### src/design/rss_pkg.sv
// Shared constants, types and helpers for the running sample statistics core.
// No dependencies; used by rss_div and running_sample_statistics_core.
package rss_pkg;

  localparam int COUNT_BITS   = 16;
  localparam int DELTA_BITS   = 33;
  localparam int DIV_CNT_BITS = $clog2(DELTA_BITS + 1);
  localparam int PROD_BITS    = 2 * DELTA_BITS;
  localparam int CNT_EXT_BITS = (COUNT_BITS > 16) ? COUNT_BITS : 16;

  localparam logic [COUNT_BITS-1:0] TALLY_LIMIT = {COUNT_BITS{1'b1}};
  localparam logic signed [47:0]    SUM_MAX     = {1'b0, {47{1'b1}}};
  localparam logic signed [47:0]    SUM_MIN     = {1'b1, {47{1'b0}}};
  localparam logic [62:0]           M2_MAX      = {63{1'b1}};
  localparam logic signed [31:0]    S32_MAX     = {1'b0, {31{1'b1}}};
  localparam logic signed [31:0]    S32_MIN     = {1'b1, {31{1'b0}}};

  typedef struct packed {
    logic                  start;
    logic [DELTA_BITS-1:0] dividend;
    logic [COUNT_BITS-1:0] divisor;
  } div_req_t;

  typedef struct packed {
    logic                  busy;
    logic                  done;
    logic [DELTA_BITS-1:0] quotient;
  } div_rsp_t;

  function automatic logic [15:0] count_to_out(input logic [COUNT_BITS-1:0] t);
    logic [CNT_EXT_BITS-1:0] wide;
    wide = '0;
    wide[COUNT_BITS-1:0] = t;
    return wide[15:0];
  endfunction

endpackage

### src/design/running_sample_statistics_core.sv
// Running sample statistics core: count, sum, min, max, Welford mean and m2.
// Depends on rss_pkg and the bit-serial divider rss_div.
//
// Usage:
//   Input channel (in_valid / in_stall / in_sample) takes one signed Q16.16
//   sample per request. Output channel (out_valid / out_stall / out_*) gives
//   one result request per sample with every statistic after that sample.
//   in_stall is high while a sample is being worked on; a request is taken
//   only when the sequencer is idle.
// Sequence:
//   An accepted sample runs through the serial divider (one quotient bit per
//   cycle for the 33-bit deviation divided by the new count, after which the
//   divider hands the quotient back), then a step that updates the mean and the
//   second deviation, a step for the 33x33 product and one to accumulate m2.
//   A sample taken while the count is full skips the arithmetic and goes
//   straight to the last step, which gives its result flagged dropped.
//   in_stall drops in the cycle out_valid rises, so no new sample is taken
//   until the result of the last one is in the output register.
// Stall:
//   The result sits in an output register; a new sample may be accepted while
//   it waits. If a second result is ready before the first is taken, the
//   sequencer holds in its last step until out_stall drops.
// Reset:
//   Synchronous, active low. Count, sum, mean and m2 clear to zero, the minimum
//   goes to the most positive value and the maximum to the most negative.
module running_sample_statistics_core (
  input  logic        clk,
  input  logic        rst_n,
  input  logic        in_valid,
  output logic        in_stall,
  input  logic [31:0] in_sample,
  output logic        out_valid,
  input  logic        out_stall,
  output logic [15:0] out_sample_count,
  output logic [47:0] out_running_sum,
  output logic [31:0] out_smallest,
  output logic [31:0] out_largest,
  output logic [31:0] out_running_mean,
  output logic [62:0] out_squared_deviation_sum,
  output logic        out_dropped
);

  localparam logic [2:0] ST_IDLE = 3'd0;
  localparam logic [2:0] ST_DIV  = 3'd1;
  localparam logic [2:0] ST_AVG  = 3'd2;
  localparam logic [2:0] ST_MUL  = 3'd3;
  localparam logic [2:0] ST_FIN  = 3'd4;

  logic [2:0] state_r;

  // statistics state
  logic [rss_pkg::COUNT_BITS-1:0] tally_r;
  logic signed [47:0]             total_r;
  logic signed [31:0]             low_r;
  logic signed [31:0]             high_r;
  logic signed [31:0]             avg_r;
  logic [62:0]                    acc_r;

  // per-sample working registers
  logic signed [31:0]             x_r;
  logic [rss_pkg::DELTA_BITS-1:0] dmag_r;
  logic                           dneg_r;
  logic [rss_pkg::DELTA_BITS-1:0] d2mag_r;
  logic [rss_pkg::PROD_BITS-1:0]  prod_r;
  logic                           drop_r;

  // output register
  logic        out_valid_r;
  logic [15:0] o_count_r;
  logic [47:0] o_sum_r;
  logic [31:0] o_small_r;
  logic [31:0] o_large_r;
  logic [31:0] o_mean_r;
  logic [62:0] o_m2_r;
  logic        o_drop_r;

  rss_pkg::div_req_t div_req;
  rss_pkg::div_rsp_t div_rsp;

  logic                           accept;
  logic                           full;
  logic signed [48:0]             sum_wide;
  logic signed [47:0]             total_nxt;
  logic signed [32:0]             delta;
  logic [rss_pkg::DELTA_BITS-1:0] dmag_nxt;
  logic signed [33:0]             step;
  logic signed [33:0]             avg_wide;
  logic signed [31:0]             avg_nxt;
  logic signed [33:0]             delta2;
  logic [33:0]                    d2abs;
  logic [66:0]                    m2_wide;
  logic [62:0]                    acc_nxt;
  logic                           out_free;

  assign in_stall = (state_r != ST_IDLE);
  assign accept   = in_valid && !in_stall;
  assign full     = (tally_r == rss_pkg::TALLY_LIMIT);
  assign out_free = !out_valid_r || !out_stall;

  always_comb begin
    // saturating running sum
    sum_wide = {total_r[47], total_r} + {{17{in_sample[31]}}, in_sample};
    if (sum_wide[48] != sum_wide[47]) begin
      total_nxt = sum_wide[48] ? rss_pkg::SUM_MIN : rss_pkg::SUM_MAX;
    end else begin
      total_nxt = sum_wide[47:0];
    end

    // first deviation, split into sign and magnitude for the divider
    delta    = {in_sample[31], in_sample} - {avg_r[31], avg_r};
    dmag_nxt = delta[32] ? 33'(-delta) : 33'(delta);

    // mean update from the truncated quotient, then the second deviation
    step     = dneg_r ? -$signed({1'b0, div_rsp.quotient})
                      : $signed({1'b0, div_rsp.quotient});
    avg_wide = {{2{avg_r[31]}}, avg_r} + step;
    avg_nxt  = avg_wide[31:0];
    delta2   = {{2{x_r[31]}}, x_r} - {{2{avg_nxt[31]}}, avg_nxt};
    d2abs    = delta2[33] ? 34'(-delta2) : 34'(delta2);

    // saturating m2 accumulate
    m2_wide  = {4'b0, acc_r} + {1'b0, prod_r};
    acc_nxt  = (m2_wide > {4'b0, rss_pkg::M2_MAX}) ? rss_pkg::M2_MAX : m2_wide[62:0];
  end

  assign div_req.start    = accept && !full;
  assign div_req.dividend = dmag_nxt;
  assign div_req.divisor  = tally_r + rss_pkg::COUNT_BITS'(1);

  rss_div u_div (
    .clk   (clk),
    .rst_n (rst_n),
    .req   (div_req),
    .rsp   (div_rsp)
  );

  // sequencer and statistics state
  always_ff @(posedge clk) begin
    if (!rst_n) begin
      state_r <= ST_IDLE;
      tally_r <= '0;
      total_r <= '0;
      low_r   <= rss_pkg::S32_MAX;
      high_r  <= rss_pkg::S32_MIN;
      avg_r   <= '0;
      acc_r   <= '0;
      drop_r  <= 1'b0;
    end else begin
      unique case (state_r)
        ST_IDLE: begin
          if (accept) begin
            x_r    <= in_sample;
            drop_r <= full;
            if (full) begin
              // counter full: skip all arithmetic, report unchanged state
              state_r <= ST_FIN;
            end else begin
              tally_r <= tally_r + rss_pkg::COUNT_BITS'(1);
              total_r <= total_nxt;
              if ($signed(in_sample) < low_r) low_r <= in_sample;
              if ($signed(in_sample) > high_r) high_r <= in_sample;
              dmag_r  <= dmag_nxt;
              dneg_r  <= delta[32];
              state_r <= ST_DIV;
            end
          end
        end
        ST_DIV: begin
          if (div_rsp.done) state_r <= ST_AVG;
        end
        ST_AVG: begin
          avg_r   <= avg_nxt;
          d2mag_r <= d2abs[32:0];
          state_r <= ST_MUL;
        end
        ST_MUL: begin
          // deviations share a sign, so magnitudes multiply to m2's increment
          prod_r  <= rss_pkg::PROD_BITS'(dmag_r) * rss_pkg::PROD_BITS'(d2mag_r);
          state_r <= ST_FIN;
        end
        ST_FIN: begin
          // hold here until the output register can take the result
          if (out_free) begin
            if (!drop_r) acc_r <= acc_nxt;
            state_r <= ST_IDLE;
          end
        end
        default: state_r <= ST_IDLE;
      endcase
    end
  end

  // output register
  always_ff @(posedge clk) begin
    if (!rst_n) begin
      out_valid_r <= 1'b0;
    end else begin
      if (state_r == ST_FIN && out_free) begin
        out_valid_r <= 1'b1;
        o_count_r   <= rss_pkg::count_to_out(tally_r);
        o_sum_r     <= total_r;
        o_small_r   <= low_r;
        o_large_r   <= high_r;
        o_mean_r    <= avg_r;
        o_m2_r      <= drop_r ? acc_r : acc_nxt;
        o_drop_r    <= drop_r;
      end else if (out_valid_r && !out_stall) begin
        out_valid_r <= 1'b0;
      end
    end
  end

  assign out_valid                 = out_valid_r;
  assign out_sample_count          = o_count_r;
  assign out_running_sum           = o_sum_r;
  assign out_smallest              = o_small_r;
  assign out_largest               = o_large_r;
  assign out_running_mean          = o_mean_r;
  assign out_squared_deviation_sum = o_m2_r;
  assign out_dropped               = o_drop_r;

  // a non-full request must launch the divider
  a_start_div: assert property (@(posedge clk) disable iff (!rst_n)
    in_valid && !in_stall && tally_r != rss_pkg::TALLY_LIMIT |=>
      state_r == ST_DIV && div_rsp.busy)
    else $error("accepted sample did not start the divider");

  // the divider is idle whenever the sequencer can take a request
  a_div_idle: assert property (@(posedge clk) disable iff (!rst_n)
    state_r == ST_IDLE |-> !div_rsp.busy)
    else $error("divider busy while sequencer idle");

  // a dropped result reports a full counter
  a_drop_full: assert property (@(posedge clk) disable iff (!rst_n)
    out_valid && out_dropped |->
      out_sample_count == rss_pkg::count_to_out(rss_pkg::TALLY_LIMIT))
    else $error("dropped result without full counter");

  // after any accepted sample, minimum never exceeds maximum
  a_min_max: assert property (@(posedge clk) disable iff (!rst_n)
    out_valid && !out_dropped |-> $signed(out_smallest) <= $signed(out_largest))
    else $error("minimum above maximum");

endmodule

### src/design/rss_div.sv
// Bit-serial restoring divider: one quotient bit per cycle, unsigned operands.
// Depends on rss_pkg for widths and the request/response structs.
module rss_div (
  input  logic              clk,
  input  logic              rst_n,
  input  rss_pkg::div_req_t req,
  output rss_pkg::div_rsp_t rsp
);

  logic [rss_pkg::DELTA_BITS-1:0]   quo_r;
  logic [rss_pkg::COUNT_BITS-1:0]   rem_r;
  logic [rss_pkg::COUNT_BITS-1:0]   divisor_r;
  logic [rss_pkg::DIV_CNT_BITS-1:0] cnt_r;
  logic                             busy_r;
  logic                             done_r;

  logic [rss_pkg::COUNT_BITS:0]     trial;
  logic                             ge;
  logic [rss_pkg::COUNT_BITS:0]     diff;
  logic [rss_pkg::COUNT_BITS-1:0]   rem_nxt;
  logic [rss_pkg::DELTA_BITS-1:0]   quo_nxt;

  always_comb begin
    trial   = {rem_r, quo_r[rss_pkg::DELTA_BITS-1]};
    ge      = trial >= {1'b0, divisor_r};
    diff    = trial - {1'b0, divisor_r};
    // remainder stays below the divisor, so the top bit drops out
    rem_nxt = ge ? diff[rss_pkg::COUNT_BITS-1:0] : trial[rss_pkg::COUNT_BITS-1:0];
    quo_nxt = {quo_r[rss_pkg::DELTA_BITS-2:0], ge};
  end

  always_ff @(posedge clk) begin
    if (!rst_n) begin
      busy_r <= 1'b0;
      done_r <= 1'b0;
    end else begin
      done_r <= 1'b0;
      if (req.start) begin
        busy_r    <= 1'b1;
        cnt_r     <= rss_pkg::DIV_CNT_BITS'(rss_pkg::DELTA_BITS);
        quo_r     <= req.dividend;
        rem_r     <= '0;
        divisor_r <= req.divisor;
      end else if (busy_r) begin
        quo_r <= quo_nxt;
        rem_r <= rem_nxt;
        cnt_r <= cnt_r - rss_pkg::DIV_CNT_BITS'(1);
        if (cnt_r == rss_pkg::DIV_CNT_BITS'(1)) begin
          busy_r <= 1'b0;
          done_r <= 1'b1;
        end
      end
    end
  end

  assign rsp.busy     = busy_r;
  assign rsp.done     = done_r;
  assign rsp.quotient = quo_r;

endmodule

### config.mk
export PLATFORM = sky130hd
export DESIGN_NAME = running_sample_statistics_core
export DESIGN_NICKNAME = d
export VERILOG_FILES = /design/src/design/rss_pkg.sv /design/src/design/running_sample_statistics_core.sv /design/src/design/rss_div.sv
export SDC_FILE = /design/constraint.sdc
export NUM_CORES = 2
export LEC_CHECK = 0
export BUFFER_PORTS_ARGS = -buffer_cell sky130_fd_sc_hd__buf_2
export CORE_MARGIN = 3
export CORE_UTILIZATION = 65
export CTS_BUF_LIST = sky130_fd_sc_hd__clkbuf_8
export CTS_CLUSTER_SIZE = 16
export DETAILED_ROUTE_END_ITERATION = 16
export PLACE_DENSITY = 0.83
export SYNTH_ARGS = -nofsm -noshare
export SYNTH_HDL_FRONTEND = slang
export SYNTH_SLANG_ARGS = --single-unit
### constraint.sdc
create_clock -name clk -period 18.1 [get_ports clk]
set_input_delay 1.81 -clock clk [delete_from_list [all_inputs] [get_ports clk]]
set_output_delay 1.81 -clock clk [all_outputs]
set_load 0.005 [all_outputs]
# ---- Word-level counts from Yosys, hierarchy flattened
# Cells that the tools add are included.
dict set report word_totals {
  output_inout_bits 226
  wordCells 106
  ff_bits 690
}
dict set report classes {
  reduce_logical 27
  n_addsub 11
  mul 1
  n_mux 23
  n_eq_ne 10
  magnitude_cmp 4
  bitwise 3
}
# cell count
set op_table {}
lappend op_table {{33-bit 2-to-1 mux} 4}
lappend op_table {{63-bit 2-to-1 mux} 2}
lappend op_table {{48-bit 2-to-1 mux} 2}
lappend op_table {{63-bit by 66-bit adder with 67-bit output} 1}
lappend op_table {{67-bit by 63-bit > comparator with 1-bit output (second input constant)} 1}
lappend op_table {{33-bit by 33-bit multiplier with 66-bit output} 1}
lappend op_table {{33-bit negation} 2}
lappend op_table {{32-bit by 32-bit subtractor with 33-bit output} 2}
lappend op_table {{48-bit by 32-bit adder with 49-bit output} 1}
lappend op_table {{32-bit adder} 1}
lappend op_table {{32-bit > comparator} 1}
lappend op_table {{32-bit < comparator} 1}
lappend op_table {{16-bit 2-to-1 mux} 2}
lappend op_table {{32-bit 2-to-1 mux} 1}
lappend op_table {{32-bit negation} 1}
lappend op_table {{17-bit by 16-bit >= comparator with 1-bit output} 1}
lappend op_table {{16-bit by 1-bit adder with 16-bit output (second input constant)} 1}
lappend op_table {{16-bit equality test (second input constant)} 1}
lappend op_table {{16-bit subtractor} 1}
lappend op_table {{3-bit case mux with 5 select lines} 1}
lappend op_table {{2-bit AND reduction} 7}
lappend op_table {{3-bit 2-to-1 mux} 4}
lappend op_table {{4-bit AND reduction} 3}
lappend op_table {{3-bit AND reduction} 3}
lappend op_table {{18 further kinds} 34}

# ---- Longest topological paths before layout
dict set report logic_depth {
  word_depth 6
  ltp_mapped 31
  depth_no_buf 30
}

# ---- Cells and area by module
# Synthesis repeated with hierarchy kept, for this count alone.
dict set report unflattened {
  hier_cells 8121
  hier_area_um2 76478.3
}
# mod n_inst area_per_inst_um2 cells_each
set by_module_without_submodules {}
lappend by_module_without_submodules {running_sample_statistics_core 1 72523.3 7799}
lappend by_module_without_submodules {rss_div 1 3955.0 322}

# ---- Worst setup path after synthesis
# Ideal clock, no wire load.
dict set report synth_timing {
  path_kind {input-to-reg}
  start {in rst_n}
  end {reg o_drop_r (netlist: out_dropped), enable pin}
  required_ps 17486
  path_buffers 2
  setup_slack_ps 10113
  setup_time_ps 614
  path_stages 3
  arrival_ps 7373
  path_cell_list {clkbuf_1 > clkbuf_1 > and2_1}
}
dict set report synth_between {
  elab_chain_len 1
}
# element line_no
set synth_lines {}
lappend synth_lines {{start: declaration} running_sample_statistics_core.sv:28} ;# input logic rst_n,
lappend synth_lines {{2-bit AND reduction (no line)} --}
lappend synth_lines {{end signal: assignment} running_sample_statistics_core.sv:206} ;# o_drop_r <= drop_r;
lappend synth_lines {{end: declaration} running_sample_statistics_core.sv:75} ;# logic o_drop_r;
# Every way passes these cells.
# A chain may end at the register's enable or synchronous reset.

# ---- Worst setup path after layout
dict set report layout_timing {
  start {reg d2mag_r[3] in the netlist's numbering}
  end {reg prod_r[64] in the netlist's numbering, data pin}
}
dict set report layout_between {
  elab_chain_len 1
}
# element line_no
set layout_lines {}
lappend layout_lines {{start: declaration} running_sample_statistics_core.sv:63} ;# logic [rss_pkg::DELTA_BITS-1:0] d2mag_r;
lappend layout_lines {{start signal: assignment} running_sample_statistics_core.sv:173} ;# d2mag_r <= d2abs[32:0];
lappend layout_lines {{33-bit by 33-bit multiplier with 66-bit output} running_sample_statistics_core.sv:178} ;# prod_r <= rss_pkg::PROD_BITS'(dmag_r) * rss_pkg::PROD_BITS'(d2mag_r);
lappend layout_lines {{end signal: assignment} running_sample_statistics_core.sv:178}
lappend layout_lines {{end: declaration} running_sample_statistics_core.sv:64} ;# logic [rss_pkg::PROD_BITS-1:0] prod_r;
# Every way passes these cells.

==> flow_metrics.env <==
export IMPL_status="complete, no violations"
export IMPL_crit_path_end_kind="register"
export IMPL_ys_ff_latch=690
export IMPL_fmax_mhz=103.9
export IMPL_cts_reportedPaths_clkPinSlew_ns=0.09
export IMPL_path_depth=27
export IMPL_drc=0
export IMPL_final_cell_area_um2=80540
export IMPL_final_layout_size_suffix_gt1_frac=0.08176
export IMPL_syn_inst=7970
export IMPL_cap_violations=0
export IMPL_setup_violations=0
export IMPL_ant_nets=0
export IMPL_slowest_stage="a221oi_1"
export IMPL_dr_pass1_iters=6
export IMPL_syn_nets=9526
export IMPL_avgSynthCellArea_um2=9.473
export IMPL_cts_setup_buffers=0
export IMPL_antenna_found_initial=9
export IMPL_drt_iter0_markers=5067
export IMPL_tightestPinTransition_ns=1.394
export IMPL_worst_path_buf_inv=7
export IMPL_routedWlPerCell_um=21.67
export IMPL_fin_skew_ns=0.06044
export IMPL_critPathRequiredTime_ns=18.68
export IMPL_synth_compound_gate_area_share=0.1212
export IMPL_start_util=0.6576
export IMPL_postCtsHoldBufs=0
export IMPL_critical_path_max_stage_delay_ns=1.01
export IMPL_vias=59130
export IMPL_ctsResizeCount=0
export IMPL_crit_path_frequent_cell="fa_1"
export IMPL_min_path_cells=0
export IMPL_yosysWarnings=0
export IMPL_synth_top_family_by_area="adder cells"
export IMPL_slew_viol_final=0
export IMPL_routed_wl_um=209900
export IMPL_worstSkewPairLatency_ns=0.85
export IMPL_ios=262
export IMPL_cts_made_buffers=115
export IMPL_syn_to_final_growth_pct=6.680
export IMPL_reg2reg_slack_ns=8.48
export IMPL_tritoncts="built"
export IMPL_grt_ovfl_total=0
export IMPL_gp_congestion=0.9602
export IMPL_hold_viol=0
export IMPL_tns_ns=0
export IMPL_rows=124
export IMPL_async_flop_share=0
export IMPL_arrival_ns=10.20
export IMPL_fin_crit_sh=0.5315
export IMPL_die_h_um=346.8
export IMPL_startpoint_type="register"
export IMPL_crit_type="reg -> reg"
export IMPL_synth_edf_count=460
export IMPL_fp_coreArea_um2=114800
export IMPL_yosys_area_share_simple=0.1467
export IMPL_place_port_buffers=261
export IMPL_cp_top_family="adder cells"
export IMPL_dp_hpwl_um=157300
export IMPL_cp_max_fo=33
export IMPL_ys_types=105
export IMPL_nets=9623
export IMPL_seq_area_frac_synth=0.2440
export IMPL_ys_flop_type="edfxtp_1"
export IMPL_min_period_ns=9.620
export IMPL_grt_pass1_vias=61210
export IMPL_synthAdderAreaFrac=0.3510
export IMPL_slew_headroom=0.07091
export IMPL_grt_max_degree=139
export IMPL_htree_num_levels=3
export IMPL_hp_class="reg -> reg"
export IMPL_synth_area_mux_share=0.01134
export IMPL_die_w_um=346.8
export IMPL_dpl_instance_area_um2=78050
export IMPL_dieArea_um2=120300
export IMPL_yosys_area_share_xor_xnor=0.04362
export IMPL_cts_sinks=690
export IMPL_grt_pass1_wl_um=331600
export IMPL_syn_area_um2=75500
export IMPL_clk_path_buf_depth=3
export IMPL_grt_usage=0.3492
export IMPL_reg2reg_depth=27
export IMPL_vias_per_cell=6.103
export IMPL_grt_setup_unrepaired="no"
export IMPL_cts_root_buf="clkbuf_8"
[cell type report]
type,count,area [µm²]
Timing Repair Buffer,359,2061
Inverter,1253,4703
Clock inverter,90,684.4
Sequential cell,690,18420
Antenna cell,6,15.01
Tap cell,1512,1892
Fill cell,8598,34270
Multi-Input combinational cell,5648,50980
Clock buffer,130,1789
[kinds of logic after synthesis]
kind of cell,count (synthesis)
buf+inv,1632
flops,690
fa+ha+maj,1542
compound gates,1458
xor+xnor,376
mux,81
simple gates,2191
[cells in the mapped netlist, types with 12 or more instances]
| library cell | instances | area, µm² |
|---|---|---|
| o21a_1 | 37 | 277.8 |
| buf_2 | 18 | 90.09 |
| nor2b_1 | 97 | 606.8 |
| maj3_2 | 20 | 225.2 |
| a21oi_1 | 546 | 2733 |
| nor2_1 | 272 | 1021 |
| edfxtp_1 | 460 | 13810 |
| xor2_1 | 126 | 1104 |
| or3_1 | 23 | 143.9 |
| or2_2 | 16 | 100.1 |
| clkbuf_1 | 343 | 1287 |
| o21bai_1 | 44 | 330.3 |
| a211o_1 | 38 | 332.8 |
| nand4_1 | 68 | 425.4 |
| and2_1 | 628 | 3929 |
| o31ai_1 | 27 | 202.7 |
| fa_1 | 964 | 19300 |
| inv_1 | 1252 | 4700 |
| and3_1 | 39 | 244.0 |
| ha_1 | 556 | 6957 |
| dfxtp_1 | 230 | 4604 |
| o21ai_1 | 19 | 95.09 |
| o211a_1 | 36 | 360.4 |
| mux2_2 | 32 | 360.4 |
| a211oi_1 | 29 | 217.7 |
| a21o_1 | 152 | 1141 |
| nand3_1 | 83 | 415.4 |
| xnor2_1 | 250 | 2190 |
| a31oi_1 | 45 | 281.5 |
| o211ai_1 | 26 | 195.2 |
| nor3_1 | 52 | 260.3 |
| mux2i_1 | 48 | 480.5 |
| nand2b_1 | 36 | 225.2 |
| nor4_1 | 12 | 75.07 |
| nand2_1 | 804 | 3018 |
| o21ai_0 | 319 | 1597 |
[through the flow]
step	utilization	hold slack (ns)	worst slack (ns)	instances
CTS	0.7014	0.4383	8.617	9682
global route	0.7014	0.4487	8.231	9685
detailed placement	0.6798	0.4383	8.617	9462
global placement	0.6798	0.4350	8.739	9462
finish	0.7015	0.4339	8.480	9688
floorplan	-	0.4290	10.11	7970
[sequential cells by signal, indices dropped and copies added (netlist names), 3 cells and up]
name	count
tally_r	16
total_r	48
dmag_r	33
out_squared_deviation_sum	63
u_div.divisor_r	16
x_r	32
out_sample_count	16
u_div.rem_r	16
out_running_mean	32
d2mag_r	33
prod_r	66
out_largest	32
u_div.quo_r	33
state_r	3
out_running_sum	48
u_div.cnt_r	6
avg_r	32
high_r	32
out_smallest	32
acc_r	63
low_r	32
[worst register-to-register path: stages, from the launching register on]
cell	delay [ns]
edfxtp_1	0.93
and2_1	0.45
fa_1	0.53
inv_1	0.05
fa_1	0.47
inv_1	0.05
fa_1	0.48
inv_1	0.06
fa_1	0.54
inv_1	0.06
fa_1	0.49
fa_1	0.51
fa_1	0.49
inv_1	0.05
fa_1	0.48
inv_1	0.05
ha_1	0.33
a21o_1	0.17
a21o_1	0.16
a21oi_1	0.24
inv_1	0.07
a221oi_1	1.01
a21oi_1	0.23
o21ai_0	0.61
o21ai_0	0.31
and3_1	0.21
a211oi_1	0.25
xnor2_1	0.11
[routing by layer]
layer / track usage / wire, µm / vias up
met5: 0 / 0 / -
met4: 0.2171 / 15410 / 0
met3: 0.06291 / 18100 / 809
met2: 0.5729 / 98240 / 3034
met1: 0.4309 / 78190 / 29040
li1: - / - / 26240
[final timing paths]
check,start,to
worst min register to register,high_r[1],out_largest[1]
worst min-delay path,high_r[1],out_largest[1]
worst max register to register,d2mag_r[3],prod_r[64]
worst max-delay path,d2mag_r[3],prod_r[64]
[cell usage in the layout, fill, tap and decap left out, types with 12 or more instances in the layout]
cell type / count
nor2_1: 270
nand2b_1: 35
a211o_1: 38
nor4_1: 12
nand3_1: 83
xor2_1: 125
and2_1: 626
buf_4: 97
xnor2_1: 249
o21a_1: 37
nor3_1: 52
clkbuf_8: 130
o211a_1: 36
inv_1: 1295
buf_2: 260
o211ai_1: 26
fa_1: 964
nand2_1: 804
ha_1: 556
and3_1: 39
mux2_2: 32
nand4_1: 68
o21ai_1: 18
clkinv_1: 13
dfxtp_1: 229
o21bai_1: 44
o21ai_0: 319
a211oi_1: 28
a21oi_1: 545
or3_1: 23
a21o_1: 152
or2_2: 16
maj3_2: 20
o31ai_1: 26
mux2i_1: 48
nor2b_1: 96
a31oi_1: 44
edfxtp_1: 460
Power is left out: the tool's default activity adds up to more than one toggle a clock period on the data nets, which glitch-free logic cannot reach.
